`src/rtl/sparse_matrix_multiply_core_defines.svh`:
```
// ----------------------------------------------------------------------------
// Sparse matrix multiply core assertion macros
// Shared assertion forms, clocked on clk and disabled while rst_n is low.
// ----------------------------------------------------------------------------
`ifndef SPARSE_MATRIX_MULTIPLY_CORE_DEFINES_SVH
`define SPARSE_MATRIX_MULTIPLY_CORE_DEFINES_SVH

// Consequent must hold in the same cycle as the antecedent.
`define SMM_ASSERT_SAME(label, ante, cons) \
  label: assert property (@(posedge clk) disable iff (!rst_n) (ante) |-> (cons)) \
    else $error("sparse matrix multiply core: same-cycle check failed");

// Consequent must hold in the cycle after the antecedent.
`define SMM_ASSERT_NEXT(label, ante, cons) \
  label: assert property (@(posedge clk) disable iff (!rst_n) (ante) |=> (cons)) \
    else $error("sparse matrix multiply core: next-cycle check failed");

`endif

```
`src/rtl/smm_pkg.sv`:
```
// ----------------------------------------------------------------------------
// Sparse matrix multiply package
// Widths, command codes and the cell control bundle shared by the core.
// ----------------------------------------------------------------------------
package smm_pkg;

  localparam int DIM_DEF = 16;
  localparam int IDX_W   = 4;
  localparam int VAL_W   = 16;
  localparam int PROD_W  = 32;
  localparam int ACC_W   = 36;

  typedef enum logic [1:0] {
    FUNC_CLEAR = 2'd0,
    FUNC_WR_A  = 2'd1,
    FUNC_WR_B  = 2'd2,
    FUNC_ROW   = 2'd3
  } func_t;

  typedef struct packed {
    logic clr;
    logic acc_en;
    logic shift;
  } smm_cell_ctrl_t;

endpackage

```
`src/rtl/smm_cell.sv`:
```
// ----------------------------------------------------------------------------
// Sparse matrix multiply column cell
// Holds the running sum of one product column: a registered multiply, an
// accumulate, and a shift toward the neighbor cell while results drain.
// ----------------------------------------------------------------------------
module smm_cell import smm_pkg::*; (
  input  logic                     clk,
  input  smm_cell_ctrl_t           ctrl,
  input  logic signed [VAL_W-1:0]  coef,
  input  logic signed [VAL_W-1:0]  rdat,
  input  logic signed [ACC_W-1:0]  shift_in,
  output logic signed [ACC_W-1:0]  acc,
  output logic                     nz
);

  logic signed [PROD_W-1:0] prod_r;
  logic signed [ACC_W-1:0]  acc_r;

  always_ff @(posedge clk) begin
    prod_r <= coef * rdat;
    priority if (ctrl.clr) begin
      acc_r <= '0;
    end else if (ctrl.acc_en) begin
      acc_r <= acc_r + ACC_W'(prod_r);
    end else if (ctrl.shift) begin
      acc_r <= shift_in;
    end
  end

  assign acc = acc_r;
  assign nz  = (acc_r != '0);

endmodule

```
`config.mk`:
```
export PLATFORM = sky130hd
export DESIGN_NAME = smm_cell
export DESIGN_NICKNAME = d
export VERILOG_FILES = /design/src/rtl/sparse_matrix_multiply_core_defines.svh /design/src/rtl/smm_pkg.sv /design/src/rtl/smm_cell.sv
export SDC_FILE = /design/constraint.sdc
export NUM_CORES = 1
export LEC_CHECK = 0
export BUFFER_PORTS_ARGS = -buffer_cell sky130_fd_sc_hd__buf_2
export CAP_MARGIN = 20
export CORE_UTILIZATION = 40
export CTS_CLUSTER_SIZE = 10
export DETAILED_ROUTE_END_ITERATION = 7
export GPL_ROUTABILITY_DRIVEN = 1
export SETUP_SLACK_MARGIN = 0.2
export SYNTH_ARGS = -nofsm -noshare
export SYNTH_HDL_FRONTEND = slang
export SYNTH_SLANG_ARGS = --single-unit
```
`constraint.sdc`:
```
create_clock -name clk -period 14.1 [get_ports clk]
set_clock_uncertainty 0.1 [all_clocks]
set_input_delay 2.82 -clock clk [delete_from_list [all_inputs] [get_ports clk]]
set_output_delay 2.82 -clock clk [all_outputs]
set_load 0.1 [all_outputs]
```
== Word-level counts from Yosys, hierarchy flattened ==
Cells that the tools add are included.

* Add/sub/neg operators: 1
* Multipliers: 1
* Mux-type cells: 2
* Reduce and logical (&&, ||, !) cells: 2

{| class="wikitable"
|+ Operators with widths
! operator !! number
|-
| 2-to-1 mux 36 bit || 2
|-
| adder 36 x 32 -> 36 bit || 1
|-
| nonzero test 36 bit || 1
|-
| multiplier 16 x 16 -> 32 bit || 1
|-
| nonzero test 2 bit || 1
|}

* Register bits after elaboration: 68
* Input bits: 72
* Output and inout bits: 37
* Logic and storage cells: 8

== Logic depth before layout (Yosys ltp) ==
Gate-level depths: netlist of the first run.

* Word-level depth: 2
* Mapped depth: 24
* Gate-level depth less buffers: 23

== Worst setup path before layout of the first run ==
OpenSTA, ideal clock, no wires.

* Path type: in2reg
* From: input port rdat[1]
* To: register prod_r[31]
* Setup time: 0.072 ns
* Arrival time: 8.232 ns
* Data required time: 13.928 ns
* Path slack: 5.696 ns
* Stages on the path: 17
* Path buffers: 1
* Cell sequence: clkbuf_1 -> nand2_1 -> inv_1 -> fa_1 -> fa_1 -> fa_1 -> fa_1 -> fa_1 -> fa_1 -> ha_1 -> a21o_1 -> a211o_1 -> a211o_1 -> a22oi_1 -> o2111ai_1 -> a21oi_1 -> xnor2_1

* Cells in the longest elaborated chain, start to end: 1

{| class="wikitable"
|+ Ends and longest elaborated chain
! what !! RTL line !! source
|-
| start: declaration || smm_cell.sv:10 || <nowiki>input logic signed [VAL_W-1:0] rdat,</nowiki>
|-
| multiplier 16 x 16 -> 32 bit || smm_cell.sv:20 || <nowiki>prod_r <= coef * rdat;</nowiki>
|-
| end signal: assignment || smm_cell.sv:20 ||
|-
| end: declaration || smm_cell.sv:16 || <nowiki>logic signed [PROD_W-1:0] prod_r;</nowiki>
|}

Every way passes these cells.
A chain may end at the register's enable or synchronous reset.

== Worst setup path in the final report of the first run ==
* From: input port rdat[5]
* To: register prod_r[31]

The elaborated chain is that of the path after synthesis.

==> flow_metrics.py, run 1 <==
metrics = {
    "synth": {
        "yosys_warnings": 0,
        "yosysSeqAreaShare_pct": 9.69,
        "synth-edff-count": 0,
        "synth_area_um2": 14100,
        "synth_flop_cell": "dfxtp_1",
        "syn_nets": 2007,
        "netlist_instances": 1555,
        "async_flop_share_pct": 0,
        "yosys.cell_types.count": 76,
        "syn_avg_cell_area_um2": 9.04,
        "ys_ff_latch": 68,
    },
    "cts": {
        "cts_made_buffers": 9,
        "postCtsResizedCells": 0,
        "clkTransAtPathRegs_ps": 60,
        "cts_tree": "done",
        "cts_setup_buffers": 0,
        "root_buffer": "clkbuf_16",
        "h-tree-depth": 3,
        "cts.path.max_buffers": 2,
        "cts.sinks": 68,
        "clk_latency_ps": 340,
        "postCtsHoldBufs": 0,
    },
    "placed_design": {
        "io_buffers": 108,
        "gp_congestion": 0.882,
        "dpl-instance-area_um2": 14900,
        "dpl.cell_count": 2064,
        "place_hpwl_um": 29000,
        "pre_cts_ws_ps": 5210,
    },
    "timing": {
        "rsz0062_at_grt": "no",
        "report.final.slew_viol_count": 0,
        "setup_ws_ps": 5540,
        "hold_violations": 0,
        "finalCriticalPeriod_ps": 8560,
        "max_slew_margin_pct": 35.6,
        "finalCritPeriodShare_pct": 60.7,
        "setup_tns_ps": 0,
        "finalSetupViolCount": 0,
        "worst_slew_pin_slew_ps": 966,
        "fmax_mhz": 117,
    },
    "drt": {
        "wl_per_cell_um": 16.6,
        "firstDrtPassIters": 5,
        "routed_wl_um": 34600,
        "drt_iter0_markers": 475,
        "drc": 0,
        "vias": 10700,
        "viasPerCell": 5.13,
        "ant_nets": 0,
    },
    "critical_path": {
        "setup.worst_path.start_class": "input pin",
        "worstSetupPathType": "input pin to flop",
        "endpoint_kind": "flop",
        "cp.required_ps": 14260,
        "ff2ff_setup_slack_ps": 10900,
        "worstPathArrival_ps": 8720,
        "path_max_fanout": 16,
    },
    "grt": {
        "grt_pass1_vias": 11100,
        "grt_pass1_wl_um": 57200,
        "grt_usage_pct": 20.1,
        "grt-ovfl-total": 0,
        "use_met1_pct": 26.1,
        "busiest_layer": "met2",
        "grt_util_met2_pct": 35.5,
        "use_met3_pct": 1.93,
        "grt_antenna_before_repair": 0,
        "grt_max_degree": 63,
    },
    "final_layout": {
        "drive_gt1_share_pct": 10.5,
        "nNetsFinal": 2072,
        "antenna_cells": 0,
        "postLayoutCellArea_um2": 15200,
        "final_common_cell": "inv_1",
        "instances_no_fill": 2080,
        "syn_to_final_growth_pct": 8.23,
        "final_cell_mix": "inv_1 (325), fa_1 (263), nand2_1 (150)",
    },
    "floorplan": {
        "io_pins": 109,
        "die_y_um": 189,
        "die-area_um2": 35900,
        "start_util_pct": 40.7,
        "die_w_um": 189,
        "row_count": 68,
        "core_um2": 34500,
    },
    "min_path": {
        "hold_class": "flop to flop",
    },
    "flow_run": {
        "max_cap_violations": 0,
    },
    "outcome": {
        "outcome": "completed",
    },
}
-- per-stage QoR --
stage               utilization (%)  hold slack, ps
finish                         44.0             510
global route                   44.0             551
CTS                            44.0             512
detailed placement             43.2             489
global placement               43.2             487
floorplan                         -             446
-- flip-flops by register name, indices dropped and copies added, names as in the netlist --
name / flops
acc: 36
prod_r: 32
-- cell type report --
cell class,instances,area (µm²)
Fill cell,3437,19300
Inverter,325,1220
Clock inverter,7,75.1
Multi-Input combinational cell,1107,11200
Clock buffer,9,225
Sequential cell,68,1360
Timing Repair Buffer,109,548
Tap cell,455,569
-- synth_stat cells (3+ instances only) --
master / number / area (µm²)
xnor2_1: 44 / 385
and2_1: 125 / 782
xor2_1: 17 / 149
o21a_1: 6 / 45.0
o21ai_0: 36 / 180
nor2_1: 46 / 173
mux2_2: 13 / 146
fa_1: 263 / 5270
mux2i_1: 14 / 140
nand4_1: 10 / 62.6
nor4_1: 12 / 75.1
a21o_2: 3 / 26.3
dfxtp_1: 68 / 1360
a211oi_1: 28 / 210
a21boi_0: 8 / 60.1
ha_1: 117 / 1460
inv_1: 325 / 1220
clkbuf_1: 47 / 176
nand2_1: 150 / 563
o31ai_1: 3 / 22.5
a211o_1: 5 / 43.8
o211ai_1: 3 / 22.5
buf_6: 4 / 45.0
nor3_1: 5 / 25.0
nor2b_1: 12 / 75.1
or3_1: 3 / 18.8
a21o_1: 19 / 143
a311oi_1: 3 / 26.3
and3_1: 3 / 18.8
a31oi_1: 5 / 31.3
a21oi_1: 69 / 345
and3_2: 3 / 22.5
nand3_1: 11 / 55.1
o21bai_1: 8 / 60.1
nand2b_1: 14 / 87.6
-- worst max-delay path, stage by stage --
cell and delay [ps]:
buf_2 280, and2_1 230, inv_1 70, fa_1 550, inv_1 70, fa_1 780
fa_1 520, fa_1 560, fa_1 430, fa_1 450, ha_1 360, a21o_1 180
a211o_1 310, o21a_1 180, nor2b_1 120, a22oi_1 280, o2111ai_1 170, a21oi_1 190
xnor2_1 140
-- logic make-up after synthesis --
group,share of synthesized area [%]
AND/OR/NAND/NOR,14.9
buffers and inverters,10.5
adder cells (fa/ha/maj),47.9
AO/OA/AOI/OAI,11.2
flip-flops,9.69
XOR/XNOR,3.80
multiplexers,2.04
-- routing by layer --
metal | routed length, µm | up-vias | part of all wire (%)
met5 | 0 | - | 0
met4 | 737 | 0 | 2.1
met3 | 1220 | 45 | 3.5
met2 | 17600 | 209 | 51
met1 | 15000 | 5413 | 43
li1 | - | 5013 | -
-- final timing paths --
kind                                start    endpoint  depth (start not counted)
worst max register to register     acc[0]     acc[34]                         11
worst min register to register  prod_r[0]      acc[0]                          3
worst min-delay path            prod_r[0]      acc[0]                          3
worst max-delay path              rdat[5]  prod_r[31]                         19
Power of run 1 is not shown: default switching activity piles up to over one toggle a cycle in this logic, so the estimate is an artifact.
==> run 2: changes to the inputs <==
--- a/config.mk
+++ b/config.mk
@@ -5,6 +5,7 @@
 export SDC_FILE = /design/constraint.sdc
 export NUM_CORES = 1
 export LEC_CHECK = 0
+export ABC_AREA = 1
 export BUFFER_PORTS_ARGS = -buffer_cell sky130_fd_sc_hd__buf_2
 export CAP_MARGIN = 20
 export CORE_UTILIZATION = 40
==> constraint.sdc (replaced) <==
create_clock -name clk -period 8.1 [get_ports clk]
set_clock_uncertainty 0.1 [all_clocks]
set_input_delay 1.62 -clock clk [delete_from_list [all_inputs] [get_ports clk]]
set_output_delay 1.62 -clock clk [all_outputs]
set_load 0.1 [all_outputs]
==> flow_metrics.py, run 2 <==
metrics = {
    "cts": {
        "clk_latency_ps": 340,
        "clkTransAtPathRegs_ps": 60,
        "cts.path.max_buffers": 2,
        "cts.sinks": 68,
        "postCtsResizedCells": 0,
        "cts_setup_buffers": 0,
        "cts_tree": "done",
        "cts_made_buffers": 9,
        "postCtsHoldBufs": 0,
        "h-tree-depth": 3,
        "root_buffer": "clkbuf_16",
    },
    "synth": {
        "syn_nets": 2620,
        "async_flop_share_pct": 0,
        "synth_common_cells": "nand2_1 (625), inv_1 (564), fa_1 (263)",
        "ys_ff_latch": 68,
        "synth_flop_cell": "dfxtp_1",
        "synth_top_cell_by_area": "fa_1",
        "syn_avg_cell_area_um2": 7.14,
        "synth.most_common_cell": "nand2_1",
        "synth_top_area_share_pct": 34.0,
        "yosys_warnings": 0,
        "yosysSeqAreaShare_pct": 8.80,
        "synth_area_um2": 15500,
        "netlist_instances": 2168,
        "synth-edff-count": 0,
        "yosys.cell_types.count": 43,
        "yosys-top-cells-area": "fa_1 (34%), nand2_1 (15%), inv_1 (14%)",
    },
    "critical_path": {
        "cp_top_family": "adder cells",
        "cp.required_ps": 8250,
        "worstSetupPathType": "input pin to flop",
        "ff2ff_setup_slack_ps": 5220,
        "endpoint_kind": "flop",
        "crit_top_cell": "fa_1",
        "cpMaxStageDelayCell": "fa_1",
        "cp_num_buf_inv": 4,
        "worstPathCellList": "buf_2 > nand2_1 > inv_1 > fa_1 > fa_1 > fa_1 > fa_1 > fa_1 > inv_1 > fa_1 > inv_1 > ha_1 > a21o_1 > o21bai_1 > a21oi_1 > nand3_1 > a21oi_1 > xnor2_1",
        "path_max_fanout": 16,
        "setup.worst_path.start_class": "input pin",
        "worstPathArrival_ps": 7060,
        "worst_path_largest_cell_delay_ps": 790,
    },
    "drt": {
        "viasPerCell": 4.80,
        "ant_nets": 0,
        "drt_iter0_markers": 745,
        "routed_wl_um": 42400,
        "vias": 13100,
        "firstDrtPassIters": 5,
        "wl_per_cell_um": 15.5,
        "drc": 0,
    },
    "timing": {
        "hold_violations": 0,
        "max_slew_margin_pct": 44.5,
        "setup_tns_ps": 0,
        "rsz0062_at_grt": "no",
        "finalSetupViolCount": 0,
        "fmax_mhz": 145,
        "worst_slew_pin_slew_ps": 832,
        "setup_ws_ps": 1190,
        "report.final.slew_viol_count": 0,
        "finalCritPeriodShare_pct": 85.3,
        "finalCriticalPeriod_ps": 6910,
    },
    "final_layout": {
        "nNetsFinal": 2666,
        "filler_cell_count": 3991,
        "multi_input_area_um2": 11600,
        "final_common_cell": "nand2_1",
        "largest_register_ffs": 36,
        "register_area_um2": 1360,
        "drive_gt1_share_pct": 8.07,
        "syn_to_final_growth_pct": 7.73,
        "final_cell_mix": "nand2_1 (625), inv_1 (564), fa_1 (263)",
        "antenna_cells": 0,
    },
    "grt": {
        "grt_antenna_before_repair": 0,
        "grt_pass1_wl_um": 70600,
        "grt_pass1_vias": 13800,
        "grt_max_degree": 42,
        "grt-ovfl-total": 0,
        "grt_usage_pct": 22.8,
    },
    "placed_design": {
        "gp_congestion": 0.938,
        "pre_cts_ws_ps": 801,
        "place_hpwl_um": 36300,
        "io_buffers": 108,
    },
    "floorplan": {
        "row_count": 71,
        "io_pins": 109,
        "die-area_um2": 39500,
        "start_util_pct": 40.9,
        "die_w_um": 199,
        "die_y_um": 199,
        "core_um2": 37800,
    },
    "outcome": {
        "outcome": "completed",
    },
    "flow_run": {
        "max_cap_violations": 0,
    },
    "min_path": {
        "hold_class": "flop to flop",
    },
}
## run 2: changes by cell type in the layout (fill, tap and decap cells not counted), moves of 13 or more
| cell | previous run | this run |
|---|---|---|
| mux2i_1 | 14 | 0 |
| a21oi_1 | 69 | 88 |
| nor2_1 | 46 | 98 |
| a211oi_1 | 28 | 1 |
| nand3_1 | 11 | 71 |
| and2_1 | 125 | 1 |
| mux2_2 | 13 | 0 |
| nand2_1 | 150 | 625 |
| xnor2_1 | 44 | 19 |
| nand2b_1 | 14 | 0 |
| xor2_1 | 17 | 30 |
| inv_1 | 325 | 564 |
## run 2: final timing paths
check           from         end  cells past startpoint
max reg2reg   acc[0]     acc[32]                     15
min          acc[25]     acc[25]                      2
min reg2reg  acc[25]     acc[25]                      2
max          rdat[1]  prod_r[26]                     18
## run 2: area by class of cell
class,count,area share [%]
Timing Repair Buffer,110,3.33
Clock buffer,10,1.43
Tap cell,511,3.83
Clock inverter,6,0.563
Sequential cell,68,8.16
Inverter,571,12.9
Multi-Input combinational cell,1454,69.8
## run 2: tightest hold or removal path: cells and delay by family (launching register included)
kind | cells | cell delay (ps)
flip-flops | 1 | 340
AO/OA/AOI/OAI | 1 | 50
AND/OR/NAND/NOR | 1 | 70
## run 2: through the flow
step	hold slack [ps]	util (%)	instance area, µm²	instances
floorplan	508	-	15500	2168
global placement	392	43.2	16300	2714
detailed placement	401	43.2	16300	2714
CTS	412	44.1	16700	2730
global route	430	44.1	16700	2730
finish	410	44.1	16700	2730
## run 2: routing by layer
metal | wire length, µm | GRT usage [%] | share of wire (%) | up-vias
li1 | - | - | - | 6432
met1 | 19200 | 29.6 | 45 | 6295
met2 | 20700 | 40.8 | 49 | 311
met3 | 1490 | 1.73 | 3.5 | 63
met4 | 945 | 5.47 | 2.2 | 0
met5 | 0 | 0 | 0 | -
## run 2: cell families (layout without fill, tap and decap cells)
logic type,after synthesis,in the layout,synth area share (%)
AOI/OAI and AO/OA,160,160,6.01
DFF,68,68,8.80
and+or+nand+nor,865,865,22.9
xor gates and xnor gates,49,49,2.77
buffers and inverters,646,697,16.0
adders and majority gates,380,380,43.5
Power of run 2 is left out for the same reason.
==> run 3: changes to the inputs <==
--- a/config.mk
+++ b/config.mk
@@ -8,10 +8,13 @@
 export ABC_AREA = 1
 export BUFFER_PORTS_ARGS = -buffer_cell sky130_fd_sc_hd__buf_2
 export CAP_MARGIN = 20
+export CELL_PAD_IN_SITES_DETAIL_PLACEMENT = 1
+export CELL_PAD_IN_SITES_GLOBAL_PLACEMENT = 1
 export CORE_UTILIZATION = 40
 export CTS_CLUSTER_SIZE = 10
 export DETAILED_ROUTE_END_ITERATION = 7
 export GPL_ROUTABILITY_DRIVEN = 1
+export PLACE_DENSITY_LB_ADDON = 0.1
 export SETUP_SLACK_MARGIN = 0.2
 export SYNTH_ARGS = -nofsm -noshare
 export SYNTH_HDL_FRONTEND = slang
==> flow_metrics.py, run 3 (synthesized netlist as in run 2, its figures left out) <==
metrics = {
    "outcome": {
        "outcome": "completed",
    },
    "drt": {
        "vias": 13400,
        "routed_wl_um": 48500,
        "viasPerCell": 4.89,
        "ant_nets": 0,
        "drt_iter0_markers": 528,
        "firstDrtPassIters": 5,
        "wl_per_cell_um": 17.8,
        "drc": 0,
    },
    "critical_path": {
        "worstPathArrival_ps": 7320,
        "setup.worst_path.start_class": "input pin",
        "rr_endpoint": "acc[32]",
        "r2r_start": "acc[0]",
        "endpoint_kind": "flop",
        "cpMaxStageDelayCell": "fa_1",
        "worst_path_largest_cell_delay_ps": 800,
        "worstSetupPathType": "input pin to flop",
        "path_max_fanout": 16,
        "crit_top_cell": "fa_1",
        "ff2ff_setup_slack_ps": 5100,
        "cp.required_ps": 8230,
        "worstPathCellList": "buf_2 > nand2_1 > fa_1 > inv_1 > fa_1 > fa_1 > fa_1 > fa_1 > inv_1 > fa_1 > inv_1 > ha_1 > nand2_1 > nor2_1 > inv_1 > nor3_1 > nand3_1 > nand3_1 > a21oi_1 > xnor2_1",
        "r2r_cells": 15,
    },
    "timing": {
        "finalCritPeriodShare_pct": 88.7,
        "finalCriticalPeriod_ps": 7180,
        "report.final.slew_viol_count": 0,
        "worst_slew_pin_slew_ps": 897,
        "finalSetupViolCount": 0,
        "fmax_mhz": 139,
        "hold_violations": 0,
        "max_slew_margin_pct": 40.2,
        "setup_tns_ps": 0,
        "whs_ps": 414,
        "rsz0062_at_grt": "no",
    },
    "min_path": {
        "min_to": "acc[34]",
        "hold_class": "flop to flop",
        "hold_path_depth": 2,
        "hold_start": "acc[34]",
    },
    "grt": {
        "busiest_layer": "met2",
        "grt_util_met2_pct": 48.7,
        "grt_pass1_vias": 14900,
        "grt_antenna_before_repair": 0,
        "use_met3_pct": 1.53,
        "grt_pass1_wl_um": 79100,
        "grt_usage_pct": 26.0,
        "grt-ovfl-total": 0,
        "use_met1_pct": 32.3,
        "grt_max_degree": 37,
    },
    "cts": {
        "cts_tree": "done",
        "clk_latency_ps": 350,
        "postCtsResizedCells": 0,
        "clkTransAtPathRegs_ps": 60,
        "cts.sinks": 68,
        "cts_made_buffers": 9,
        "cts_setup_buffers": 0,
        "root_buffer": "clkbuf_16",
        "h-tree-depth": 3,
        "postCtsHoldBufs": 0,
        "cts.path.max_buffers": 2,
    },
    "placed_design": {
        "gp_congestion": 0.908,
        "dpl-instance-area_um2": 16300,
        "io_buffers": 108,
        "place_hpwl_um": 41600,
    },
    "floorplan": {
        "die_w_um": 199,
        "row_count": 71,
        "start_util_pct": 40.9,
        "die-area_um2": 39500,
        "io_pins": 109,
        "die_y_um": 199,
        "core_um2": 37800,
    },
    "final_layout": {
        "nNetsFinal": 2667,
        "final_cell_mix": "nand2_1 (625), inv_1 (564), fa_1 (263)",
        "largest_register_ffs": 36,
        "postLayoutCellArea_um2": 16700,
        "syn_to_final_growth_pct": 7.77,
        "antenna_cells": 0,
        "final_common_cell": "nand2_1",
        "drive_gt1_share_pct": 8.11,
    },
    "flow_run": {
        "max_cap_violations": 0,
    },
}
## run 3: cell types whose count changed in the layout (fill, tap and decap cells not counted)
cell / before / now
buf_4: 2 / 3
clkbuf_8: 1 / 0
clkinv_4: 1 / 2
clkinvlp_4: 1 / 0
inv_8: 0 / 1
## run 3: layout make-up
cell class / instances / area, µm²
Fill cell: 4903 / 21200
Multi-Input combinational cell: 1454 / 11600
Inverter: 571 / 2140
Sequential cell: 68 / 1360
Tap cell: 511 / 639
Timing Repair Buffer: 111 / 563
Clock buffer: 9 / 225
Clock inverter: 7 / 106
## run 3: per-stage QoR
| step | setup WS (ps) | util, % | cells |
|---|---|---|---|
| 2_1_floorplan | 1240 | - | 2168 |
| 6_report | 919 | 44.1 | 2731 |
| 5_1_grt | 583 | 44.1 | 2731 |
| 3_3_place_gp | 702 | 43.2 | 2715 |
| 4_1_cts | 888 | 44.1 | 2731 |
| 3_5_place_dp | 528 | 43.2 | 2715 |
## run 3: worst max path at each step
stage	to	startpoint	slack [ps]
after floorplan	prod_r[29]	rdat[6]	1240
after global placement	prod_r[30]	rdat[4]	700
after detailed placement	prod_r[29]	rdat[4]	530
after CTS	prod_r[29]	rdat[4]	890
after global routing	prod_r[29]	rdat[4]	580
final	prod_r[29]	rdat[4]	920
## run 3: per-layer routing
layer / share of wire, % / routed length, µm
met5: 0 / 0
met4: 1.9 / 943
met2: 52 / 25000
met1: 45 / 21600
met3: 2.0 / 957
## run 3: critical path: cells and delay by family
family / cells / cell delay, ps
AOI/OAI and AO/OA: 1 / 110
xor gates and xnor gates: 1 / 130
buffers and inverters: 5 / 630
adders and majority gates: 7 / 3790
and+or+nand+nor: 6 / 1020
Power of run 3 is left out for the same reason.
